$ cat src/ole_pkg.sv
// ----------------------------------------------------------------------------
// ole_pkg
// shared types and constants of the ordered list engine
// ----------------------------------------------------------------------------
package ole_pkg;

  localparam int CAPACITY = 16;
  localparam int VAL_W    = 32;
  localparam int LEN_W    = 5;
  localparam int CNT_W    = $clog2(CAPACITY + 1);
  localparam int POS_W    = $clog2(CAPACITY);

  localparam logic [CNT_W-1:0] CAP_CNT = CNT_W'(CAPACITY);

  typedef enum logic [3:0] {
    CMD_INS_FIRST  = 4'd0,
    CMD_INS_END    = 4'd1,
    CMD_DEL_FIRST  = 4'd2,
    CMD_DEL_END    = 4'd3,
    CMD_INS_AFTER  = 4'd4,
    CMD_INS_BEFORE = 4'd5,
    CMD_DEL_AFTER  = 4'd6,
    CMD_DEL_BEFORE = 4'd7,
    CMD_SEARCH     = 4'd8
  } cmd_t;

  typedef enum logic [2:0] {
    ST_OK           = 3'd0,
    ST_EMPTY        = 3'd1,
    ST_NOT_FOUND    = 3'd2,
    ST_NO_NEIGHBOUR = 3'd3,
    ST_FULL         = 3'd4
  } status_t;

  // what the cell row does in the shift cycle
  typedef enum logic [1:0] {
    OP_NONE = 2'd0,
    OP_INS  = 2'd1,
    OP_DEL  = 2'd2
  } op_t;

  // per-cell shift control
  typedef struct packed {
    op_t  op;
    logic at_pos;
    logic past_pos;
  } cell_sel_t;

endpackage

$ cat src/ordered_list_engine_unit.sv
// ----------------------------------------------------------------------------
// ordered_list_engine_unit
// Bounded ordered list of signed 32-bit values held in a row of CAPACITY
// cells, front at cell 0. A command transaction is taken when start is high
// and busy is low. In that accept cycle the key is broadcast to all cells,
// each cell compares, and a priority pick finds the first match from the
// front; the plan is registered. In the next cycle (busy high) every cell
// shifts left, shifts right, loads the new value or holds, all at once. The
// result is on status/found/length/removed_value with done high for exactly
// one cycle, and the receiver cannot stall it; a new command may be accepted
// in that same cycle. Each command passes through the compare/pick cycle
// followed by the shift cycle of the cell row. No clearing pass after reset:
// the list simply starts with length zero.
// ----------------------------------------------------------------------------
module ordered_list_engine_unit (
  input  logic                      clk,
  input  logic                      rst,
  input  logic                      start,
  output logic                      busy,
  input  logic [3:0]                command,
  input  logic [ole_pkg::VAL_W-1:0] key_value,
  input  logic [ole_pkg::VAL_W-1:0] new_value,
  output logic                      done,
  output logic [2:0]                status,
  output logic                      found,
  output logic [ole_pkg::LEN_W-1:0] length,
  output logic [ole_pkg::VAL_W-1:0] removed_value
);
  import ole_pkg::*;

  typedef enum logic [1:0] {
    S_IDLE  = 2'b01,
    S_SHIFT = 2'b10
  } state_t;

  state_t state;

  // list length
  logic [CNT_W-1:0] cnt;
  logic [CNT_W-1:0] cnt_next;

  // registered plan, valid during the shift cycle
  op_t              op_q;
  logic [POS_W-1:0] pos_q;
  logic [VAL_W-1:0] ins_q;
  status_t          status_q;
  logic             found_q;

  // plan computed in the accept cycle
  op_t              op_c;
  logic [POS_W-1:0] pos_c;
  logic [VAL_W-1:0] ins_c;
  status_t          status_c;
  logic             found_c;

  // cell row
  logic [VAL_W-1:0] cell_val [CAPACITY];
  logic [CAPACITY-1:0] cell_hit;
  logic [CAPACITY-1:0] hit_v;
  cell_sel_t        cell_sel [CAPACITY];
  logic [POS_W-1:0] first_pos;
  logic             any_hit;

  wire accept = start && (state == S_IDLE);

  assign busy = (state == S_SHIFT);

  // ---- cell chain ----------------------------------------------------------
  for (genvar i = 0; i < CAPACITY; i++) begin : g_cells
    logic [VAL_W-1:0] left_v;
    logic [VAL_W-1:0] right_v;

    if (i == 0) begin : g_head
      assign left_v = '0;
    end else begin : g_mid_l
      assign left_v = cell_val[i-1];
    end

    if (i == CAPACITY - 1) begin : g_tail
      assign right_v = '0;
    end else begin : g_mid_r
      assign right_v = cell_val[i+1];
    end

    // positions are compared against the registered pick
    assign cell_sel[i].op       = (state == S_SHIFT) ? op_q : OP_NONE;
    assign cell_sel[i].at_pos   = (pos_q == POS_W'(i));
    assign cell_sel[i].past_pos = (pos_q < POS_W'(i));

    ole_cell u_cell (
      .clk        (clk),
      .sel        (cell_sel[i]),
      .ins_value  (ins_q),
      .left_value (left_v),
      .right_value(right_v),
      .key        (key_value),
      .value      (cell_val[i]),
      .hit        (cell_hit[i])
    );
  end

  // ---- first match pick ----------------------------------------------------
  // only cells below the length take part
  always_comb begin
    first_pos = '0;
    for (int i = CAPACITY - 1; i >= 0; i--) begin
      hit_v[i] = cell_hit[i] && (CNT_W'(i) < cnt);
      if (hit_v[i]) begin
        first_pos = POS_W'(i);
      end
    end
    any_hit = |hit_v;
  end

  // ---- command decode ------------------------------------------------------
  always_comb begin
    op_c     = OP_NONE;
    pos_c    = '0;
    ins_c    = key_value;
    status_c = ST_OK;
    found_c  = 1'b0;
    unique case (cmd_t'(command)) inside
      CMD_INS_FIRST, CMD_INS_END: begin
        if (cnt == CAP_CNT) begin
          status_c = ST_FULL;
        end else begin
          op_c  = OP_INS;
          pos_c = (cmd_t'(command) == CMD_INS_FIRST) ? '0 : POS_W'(cnt);
        end
      end
      CMD_DEL_FIRST, CMD_DEL_END: begin
        if (cnt == '0) begin
          status_c = ST_EMPTY;
        end else begin
          op_c  = OP_DEL;
          pos_c = (cmd_t'(command) == CMD_DEL_FIRST) ? '0 :
                  POS_W'(cnt - CNT_W'(1));
        end
      end
      CMD_INS_AFTER, CMD_INS_BEFORE, CMD_DEL_AFTER, CMD_DEL_BEFORE,
      CMD_SEARCH: begin
        if (cnt == '0) begin
          status_c = ST_EMPTY;
        end else if (!any_hit) begin
          status_c = ST_NOT_FOUND;
        end else begin
          found_c = 1'b1;
          ins_c   = new_value;
          case (cmd_t'(command))
            CMD_INS_AFTER, CMD_INS_BEFORE: begin
              if (cnt == CAP_CNT) begin
                status_c = ST_FULL;
              end else begin
                op_c  = OP_INS;
                pos_c = (cmd_t'(command) == CMD_INS_AFTER) ?
                        first_pos + POS_W'(1) : first_pos;
              end
            end
            CMD_DEL_AFTER: begin
              if (CNT_W'(first_pos) + CNT_W'(1) >= cnt) begin
                status_c = ST_NO_NEIGHBOUR;
              end else begin
                op_c  = OP_DEL;
                pos_c = first_pos + POS_W'(1);
              end
            end
            CMD_DEL_BEFORE: begin
              if (first_pos == '0) begin
                status_c = ST_NO_NEIGHBOUR;
              end else begin
                op_c  = OP_DEL;
                pos_c = first_pos - POS_W'(1);
              end
            end
            default: begin
            end
          endcase
        end
      end
      default: begin
        // unused codes leave the list alone
      end
    endcase
  end

  // ---- length update -------------------------------------------------------
  always_comb begin
    case (op_q)
      OP_INS:  cnt_next = cnt + CNT_W'(1);
      OP_DEL:  cnt_next = cnt - CNT_W'(1);
      default: cnt_next = cnt;
    endcase
  end

  // ---- control -------------------------------------------------------------
  always_ff @(posedge clk) begin
    if (rst) begin
      state <= S_IDLE;
      cnt   <= '0;
      done  <= 1'b0;
      op_q  <= OP_NONE;
    end else begin
      done <= 1'b0;
      unique case (state)
        S_IDLE: begin
          if (accept) begin
            state <= S_SHIFT;
            op_q  <= op_c;
          end
        end
        S_SHIFT: begin
          state <= S_IDLE;
          cnt   <= cnt_next;
          done  <= 1'b1;
        end
        default: begin
          state <= S_IDLE;
        end
      endcase
    end
  end

  // ---- plan and result payload ---------------------------------------------
  always_ff @(posedge clk) begin
    if (accept) begin
      pos_q    <= pos_c;
      ins_q    <= ins_c;
      status_q <= status_c;
      found_q  <= found_c;
    end
    if (state == S_SHIFT) begin
      status        <= status_q;
      found         <= found_q;
      length        <= LEN_W'(cnt_next);
      // removed entry is read before the row shifts over it
      removed_value <= (op_q == OP_DEL) ? cell_val[pos_q] : '0;
    end
  end

  // ---- checks --------------------------------------------------------------
  a_shift_after_accept: assert property (@(posedge clk) disable iff (rst)
    accept |=> busy)
    else $error("shift cycle did not follow an accepted transaction");

  a_one_shift_cycle: assert property (@(posedge clk) disable iff (rst)
    busy |=> (done && !busy))
    else $error("shift cycle did not end in exactly one result");

  a_len_bound: assert property (@(posedge clk) disable iff (rst)
    cnt <= CAP_CNT)
    else $error("list length beyond capacity");

  a_refused_keeps_len: assert property (@(posedge clk) disable iff (rst)
    (done && status != ST_OK) |-> (cnt == $past(cnt)))
    else $error("refused transaction changed the list length");

  a_empty_not_found: assert property (@(posedge clk) disable iff (rst)
    (done && (status == ST_EMPTY || status == ST_NOT_FOUND)) |->
      (!found && removed_value == '0))
    else $error("empty or not-found result reports a match or removal");

endmodule

$ cat src/ole_cell.sv
// ----------------------------------------------------------------------------
// ole_cell
// one list slot: holds a value, compares it with the key, shifts with neighbors
// ----------------------------------------------------------------------------
module ole_cell (
  input  logic                      clk,
  input  ole_pkg::cell_sel_t        sel,
  input  logic [ole_pkg::VAL_W-1:0] ins_value,
  input  logic [ole_pkg::VAL_W-1:0] left_value,
  input  logic [ole_pkg::VAL_W-1:0] right_value,
  input  logic [ole_pkg::VAL_W-1:0] key,
  output logic [ole_pkg::VAL_W-1:0] value,
  output logic                      hit
);
  import ole_pkg::*;

  always_ff @(posedge clk) begin
    case (sel.op)
      OP_INS: begin
        if (sel.at_pos) begin
          value <= ins_value;
        end else if (sel.past_pos) begin
          value <= left_value;
        end
      end
      OP_DEL: begin
        if (sel.at_pos || sel.past_pos) begin
          value <= right_value;
        end
      end
      default: begin
      end
    endcase
  end

  assign hit = (value == key);

endmodule
$ cat config.mk
export PLATFORM = sky130hd
export DESIGN_NAME = ordered_list_engine_unit
export DESIGN_NICKNAME = d
export VERILOG_FILES = /design/src/ole_pkg.sv /design/src/ordered_list_engine_unit.sv /design/src/ole_cell.sv
export SDC_FILE = /design/constraint.sdc
export NUM_CORES = 2
export LEC_CHECK = 0
export ABC_AREA = 1
export BUFFER_PORTS_ARGS = -buffer_cell sky130_fd_sc_hd__buf_2
export CAP_MARGIN = 20
export CORE_MARGIN = 5
export CORE_UTILIZATION = 28
export DETAILED_ROUTE_END_ITERATION = 10
export PLACE_DENSITY = 0.45
export SKIP_LAST_GASP = 1
export SYNTH_ARGS = -nofsm -noshare
export SYNTH_HDL_FRONTEND = slang
export SYNTH_SLANG_ARGS = --single-unit
$ cat constraint.sdc
create_clock -name clk -period 9.55 [get_ports clk]
set_clock_uncertainty 0.05 [all_clocks]
set_input_delay 1.4325 -clock clk [delete_from_list [all_inputs] [get_ports clk]]
set_output_delay 1.4325 -clock clk [all_outputs]
set_load 0.1 [all_outputs]
Word-level counts from Yosys, hierarchy flattened
Cells that the tools add are included.

storage, ports and cells
  logic and storage cells = 328
  register bits after elaboration = 603

operators by class
  equality and inequality tests = 78
  bitwise logic cells = 3
  $lt $le $gt $ge = 34
  $add $sub $neg = 5
  muxes and demuxes = 118
  reduce and logical (&&, ||, !) cells = 62

operator list
  cell                number
  $mux 32             53
  $pmux 32 s2         16
  $eq 32x32->1        16
  $bmux 32 s4         1
  $mux 4              26
  $ne 3x1->1 const B  16
  $reduce_and 3->1    16
  $lt 4x5->1 const A  8
  $eq 4x4->1 const B  9
  $eq 4x3->1 const B  8
  $lt 4x4->1 const B  8
  $ne 2x1->1 const B  16
  $pmux 4 s3          2
  $lt 3x5->1 const A  4
  $pmux 3 s3          2
  $logic_and 1x1->1   17
  $eq 4x2->1 const B  4
  $logic_or 1x1->1    16
  $lt 4x3->1 const B  4
  $mux 2              8
  $reduce_or 16->1    1
  $logic_not 4->1     3
  $pmux 2 s3          2
  $lt 1x5->1 const A  2
  other kinds (24)    42

Logic depth before layout (Yosys ltp)
  depth in word-level cells = 25
  depth in mapped cells = 43
  mapped depth without buffers = 42

Modules after synthesis
From an unflattened synthesis, not the netlist that was laid out.

unflattened totals
  cells, all modules = 6,746
  area, all modules = 45,169.6 um^2

by module, submodules not included
  module                    area an instance (um^2)  cells an instance  times used
  ole_cell                  2,298.5                  348                16
  ordered_list_engine_unit  8,394.3                  1,178              1

Worst setup path after synthesis
OpenSTA, ideal clock, no wires.

  path type = reg-to-reg
  from = register state[1]
  to = register g_cells[6].u_cell.value[0] (netlist bit), enable pin
  stages on the path, launching flop included = 14
  required time = 9.067 ns
  slack = 0.881 ns
  period minus slack after synthesis = 8.669 ns
  data arrival time = 8.186 ns
  buffers on the path = 2
  cell sequence = dfxtp_1 inv_1 nor2_1 inv_1 clkbuf_1 nor2_1 inv_1 ha_1 clkbuf_1 nor2_1 nor2_1 nor2_1 inv_1 o22ai_1

between the ends
  word-level cells in the longest chain between the ends = 5
  elaborated cells on any way between the ends = 8
  those cells by class = eq/ne: 5; mux: 1; reduce/logical: 2

RTL lines
  element                                              RTL line                         text
  start: declaration                                   ordered_list_engine_unit.sv:36   state_t state;
  start signal: assignment                             ordered_list_engine_unit.sv:198  state <= S_IDLE;
  start signal: assignment                             ordered_list_engine_unit.sv:207  state <= S_SHIFT;
  start signal: assignment                             ordered_list_engine_unit.sv:212  state <= S_IDLE;
  $eq 2x2->1 *                                         n/a
  net busy                                             ordered_list_engine_unit.sv:19   output logic busy,
  $mux 2 *                                             ordered_list_engine_unit.sv:86   assign cell_sel[i].op = (state == S_SHIFT) ? op_q : OP_NONE;
  $eq 2x1->1 or $eq 2x2->1 (tied branches)             ole_cell.sv:18                   case (sel.op)
  $ne 3x1->1 (no source line) (tied with other cells)  n/a
  $reduce_and 3->1 (no source line) *                  n/a
  end signal: assignment                               ole_cell.sv:21                   value <= ins_value;
  end signal: assignment                               ole_cell.sv:23                   value <= left_value;
  end signal: assignment                               ole_cell.sv:28                   value <= right_value;
  end: declaration                                     ole_cell.sv:12                   output logic [ole_pkg::VAL_W-1:0] value,

Mark *: on every way through the listed nets, which the timed path passes. The rest lies on a longest branch.
A chain may end at the register's enable or synchronous reset.

Final worst setup path
  from = input port key_value[17] (netlist bit)
  to = register op_q[1]

between the ends
  word-level cells in the longest chain between the ends = 25
  elaborated cells on any way between the ends = 58
  those cells by class = add/sub: 1; order compare: 1; eq/ne: 16; mux: 22; reduce/logical: 18

RTL lines
  element                 RTL line                         text
  start: declaration      ordered_list_engine_unit.sv:21   input logic [ole_pkg::VAL_W-1:0] key_value,
  $eq 32x32->1            ole_cell.sv:36                   assign hit = (value == key);
  $logic_and 1x1->1       ordered_list_engine_unit.sv:107  hit_v[i] = cell_hit[i] && (CNT_W'(i) < cnt);
  $mux 4 (16 in series)   ordered_list_engine_unit.sv:108  if (hit_v[i]) begin
  $add 4x1->5             ordered_list_engine_unit.sv:160  if (CNT_W'(first_pos) + CNT_W'(1) >= cnt) begin
  $ge 5x5->1              ordered_list_engine_unit.sv:160
  $mux 2                  ordered_list_engine_unit.sv:160
  $pmux 2 s3              ordered_list_engine_unit.sv:149  case (cmd_t'(command))
  $mux 2 *                ordered_list_engine_unit.sv:144  end else if (!any_hit) begin
  $mux 2 *                ordered_list_engine_unit.sv:142  if (cnt == '0) begin
  $pmux 2 s3 *            ordered_list_engine_unit.sv:122  unique case (cmd_t'(command)) inside
  end signal: assignment  ordered_list_engine_unit.sv:208  op_q <= op_c;
  end: declaration        ordered_list_engine_unit.sv:43   op_t op_q;

Mark *: on every way between the ends. The rest lies on a longest branch, timed or not.

==> results.yml <==
placement:
  port_buffers: 113
  globalplace.congestion: 1.08
  hpwlAfterDp_um: 204000
  pre_cts_slack_ns: 2.42
cts:
  holdBufCountCts: 0
  insertion_delay_ns: 0.74
  path_clk_slew_ns: 0.06
  cts_sinks: 603
  clk_path_buf_depth: 3
  tritoncts: "done"
  post-cts-setup-buffers: 0
  cts-root-buf: "clkbuf_16"
  numCtsBuffers: 79
  ctsResizeCount: 0
  cts-htree-levels: 3
final_layout:
  fin_util_pct: 31.4
  syn2layout_area_growth_pct: 11.8
  drive_gt1_share_pct: 9.34
  layout.nets: 4745
  register_area_um2: 18000
  multi_input_area_um2: 18300
  nFillCells: 15088
synthesis:
  ys_ff_latch: 603
  syn_nets: 4853
  synth_top_area_cell: "edfxtp_1"
  synth_cell_types: 53
  synth_most_common_cell: "nand2_1"
  synth_common_cells: "nand2_1 (839), edfxtp_1 (593), o21ai_0 (569)"
  ys_seq_area_share_pct: 45.3
  netlist_instances: 4768
  synth_area_leaders: "edfxtp_1 (45%), nand2_1 (7.9%), o21ai_0 (7.2%), a21oi_1 (4.8%), inv_1 (4.5%)"
  ys.flop_type: "edfxtp_1"
  synthArstFlopShare_pct: 0
  post_synth.cell_area_avg_um2: 8.34
  synth_top_cell_area_share_pct: 44.8
  yosysWarnings: 0
  syn_area_um2: 39800
  synth_edf_count: 593
setup_path:
  reg2reg_slack_ns: 3.62
  worstSetupEndpoint: "op_q[1]"
  worstSetupPathType: "input pin to flop"
  crit_required_ns: 10.14
  cp_slowest_stage_delay_ns: 0.83
  r2r_end: "op_q[1]"
  critPathArrivalTime_ns: 7.23
  cpMaxStageDelayCell: "nor4_1"
  cpMostUsedCell: "nand2_1"
  end_kind: "flop"
  startpoint: "key_value[17]"
  rr_worst_depth: 32
  r2r_start: "cnt[2]"
  path_max_fanout: 18
  start_kind: "input pin"
global_routing:
  grt_pass1_vias: 36652
  antenna_found_initial: 45
  grt.total_usage_pct: 35.8
  grt_start_max_net_pins: 232
  overflow: 0
  grt_pass1_wl_um: 365000
timing:
  setup_viol: 0
  finalMaxSlewViolations: 0
  fin_crit_sh_pct: 69.5
  slew_headroom_pct: 10.8
  rsz0062_at_grt: "no"
  setup_ws_ns: 2.91
  setup-tns-final_ns: 0
  period_minus_slack_ns: 6.64
  max_slew.worst_pin.slew_ns: 1.32
  hold_viol: 0
  fmax_mhz: 151
  hold_ws_ns: 0.370
floorplanning:
  ioPinCount: 114
  die-width_um: 387
  fp.dieH_um: 387
  rows: 138
  die-area_um2: 150000
  start_util_pct: 28.1
  coreArea_um2: 141000
power:
  p_leak_nw: 15.8
  ir_worst_vdd_mv: 0.129
  pwr-share-seq_pct: 43.1
  p_clk_share_pct: 45.5
  swShare_pct: 29.5
  p_switching_mw: 2.00
  p_per_area_nw_per_um2: 153
  p_total_mw: 6.79
  p_int_mw: 4.79
  combPwrFrac_pct: 11.3
route:
  drt_wl_total_um: 281000
  vias_per_cell: 6.24
  wire_per_inst_um: 42.3
  drtAntennaViolNets: 0
  dr_total_vias: 41390
  first_pass_iters: 6
  drc: 0
  drt_iter0_drc: 7770
hold_path:
  worstHoldPathType: "flop to flop"
flow_run:
  max_cap_violations: 0
status:
  status: "completed"
[worst max-delay path, delay by kind of cell]
family,cells,cell delay (ns)
adders and majority gates,2,0.46
buffers and inverters,5,1.05
and+or+nand+nor,19,2.97
AOI/OAI and AO/OA,7,1.25
[logic make-up (layout without fill, tap and decap cells)]
family,count (synthesis),count (layout),share of synthesized area (%)
XOR/XNOR,302,302,6.67
AND/OR/NAND/NOR,1285,1285,13.4
adder cells (fa/ha/maj),14,14,0.441
AO/OA/AOI/OAI,1664,1664,24.6
flip-flops,603,603,45.3
buffers and inverters,900,855,9.57
other,0,15,0
[metrics by stage]
stage               cell area (µm²)  cells
finish                        44400   6628
global route                  44400   6613
CTS                           44400   6611
detailed placement            41800   6467
global placement              41800   6461
floorplan                     39800   4768
[area by class of cell]
class                   count  area share [%]
well taps                1890            5.32
flip-flops and latches    603            40.5
diodes                     15          0.0845
clock inverters            50            1.02
repair buffers            197            2.86
multi-input cells        3265            41.1
clock buffers              94            4.69
inverters                 514            4.40
[state kept, by name, indices dropped and copies added, names as in the netlist]
name                  flops
g_cells.u_cell.value    512
ins_q                    32
removed_value            32
cnt                       5
length                    5
pos_q                     4
status                    3
status_q                  3
op_q                      2
state                     2
done                      1
found                     1
found_q                   1
[cells in the final DEF, fill, tap and decap left out, types with 19 or more instances in the layout]
cell       instances
inv_2             41
edfxtp_1         593
clkbuf_16         80
a41oi_1           32
a21oi_1          378
nor2_4            19
a31oi_1           97
o21ai_0          568
o22ai_1          214
buf_4             77
o211ai_1         197
nor4_1            38
nand3_1           43
nand4_1           74
buf_2            114
clkinv_2          19
o221ai_1          51
a22oi_1           49
nor2_1           219
xnor2_1          180
xor2_1           121
inv_1            462
o21ai_1           27
nand2_1          838
[power groups by stage]
stage | Sequential [mW] | Combinational [mW] | Clock, mW
2_1_floorplan | 2.99 | 0.374 | 0
3_3_place_gp | 2.98 | 0.733 | 0
3_5_place_dp | 2.98 | 0.731 | 0
4_1_cts | 2.93 | 0.734 | 3.10
5_1_grt | 2.93 | 0.770 | 3.20
6_report | 2.93 | 0.770 | 3.09
[metal layers]
metal	track usage, %	share of wire [%]	vias up
met5	0	0.053	-
met4	13.6	4.8	24
met3	8.23	11	506
met2	53.4	42	3160
met1	50.5	42	20974
li1	-	-	16726
[how the worst min path moves through the flow]
stage / slack [ns] / end / depth (start not counted) / startpoint
after floorplan: 0.35 / found / 0 / found_q
after global placement: 0.35 / status[1] / 0 / status_q[1]
after detailed placement: 0.36 / found / 0 / found_q
after CTS: 0.37 / status[1] / 0 / status_q[1]
after global routing: 0.38 / status[1] / 0 / status_q[1]
final: 0.37 / status[1] / 0 / status_q[1]
No activity file was read; power rests on OpenSTA's default activity.
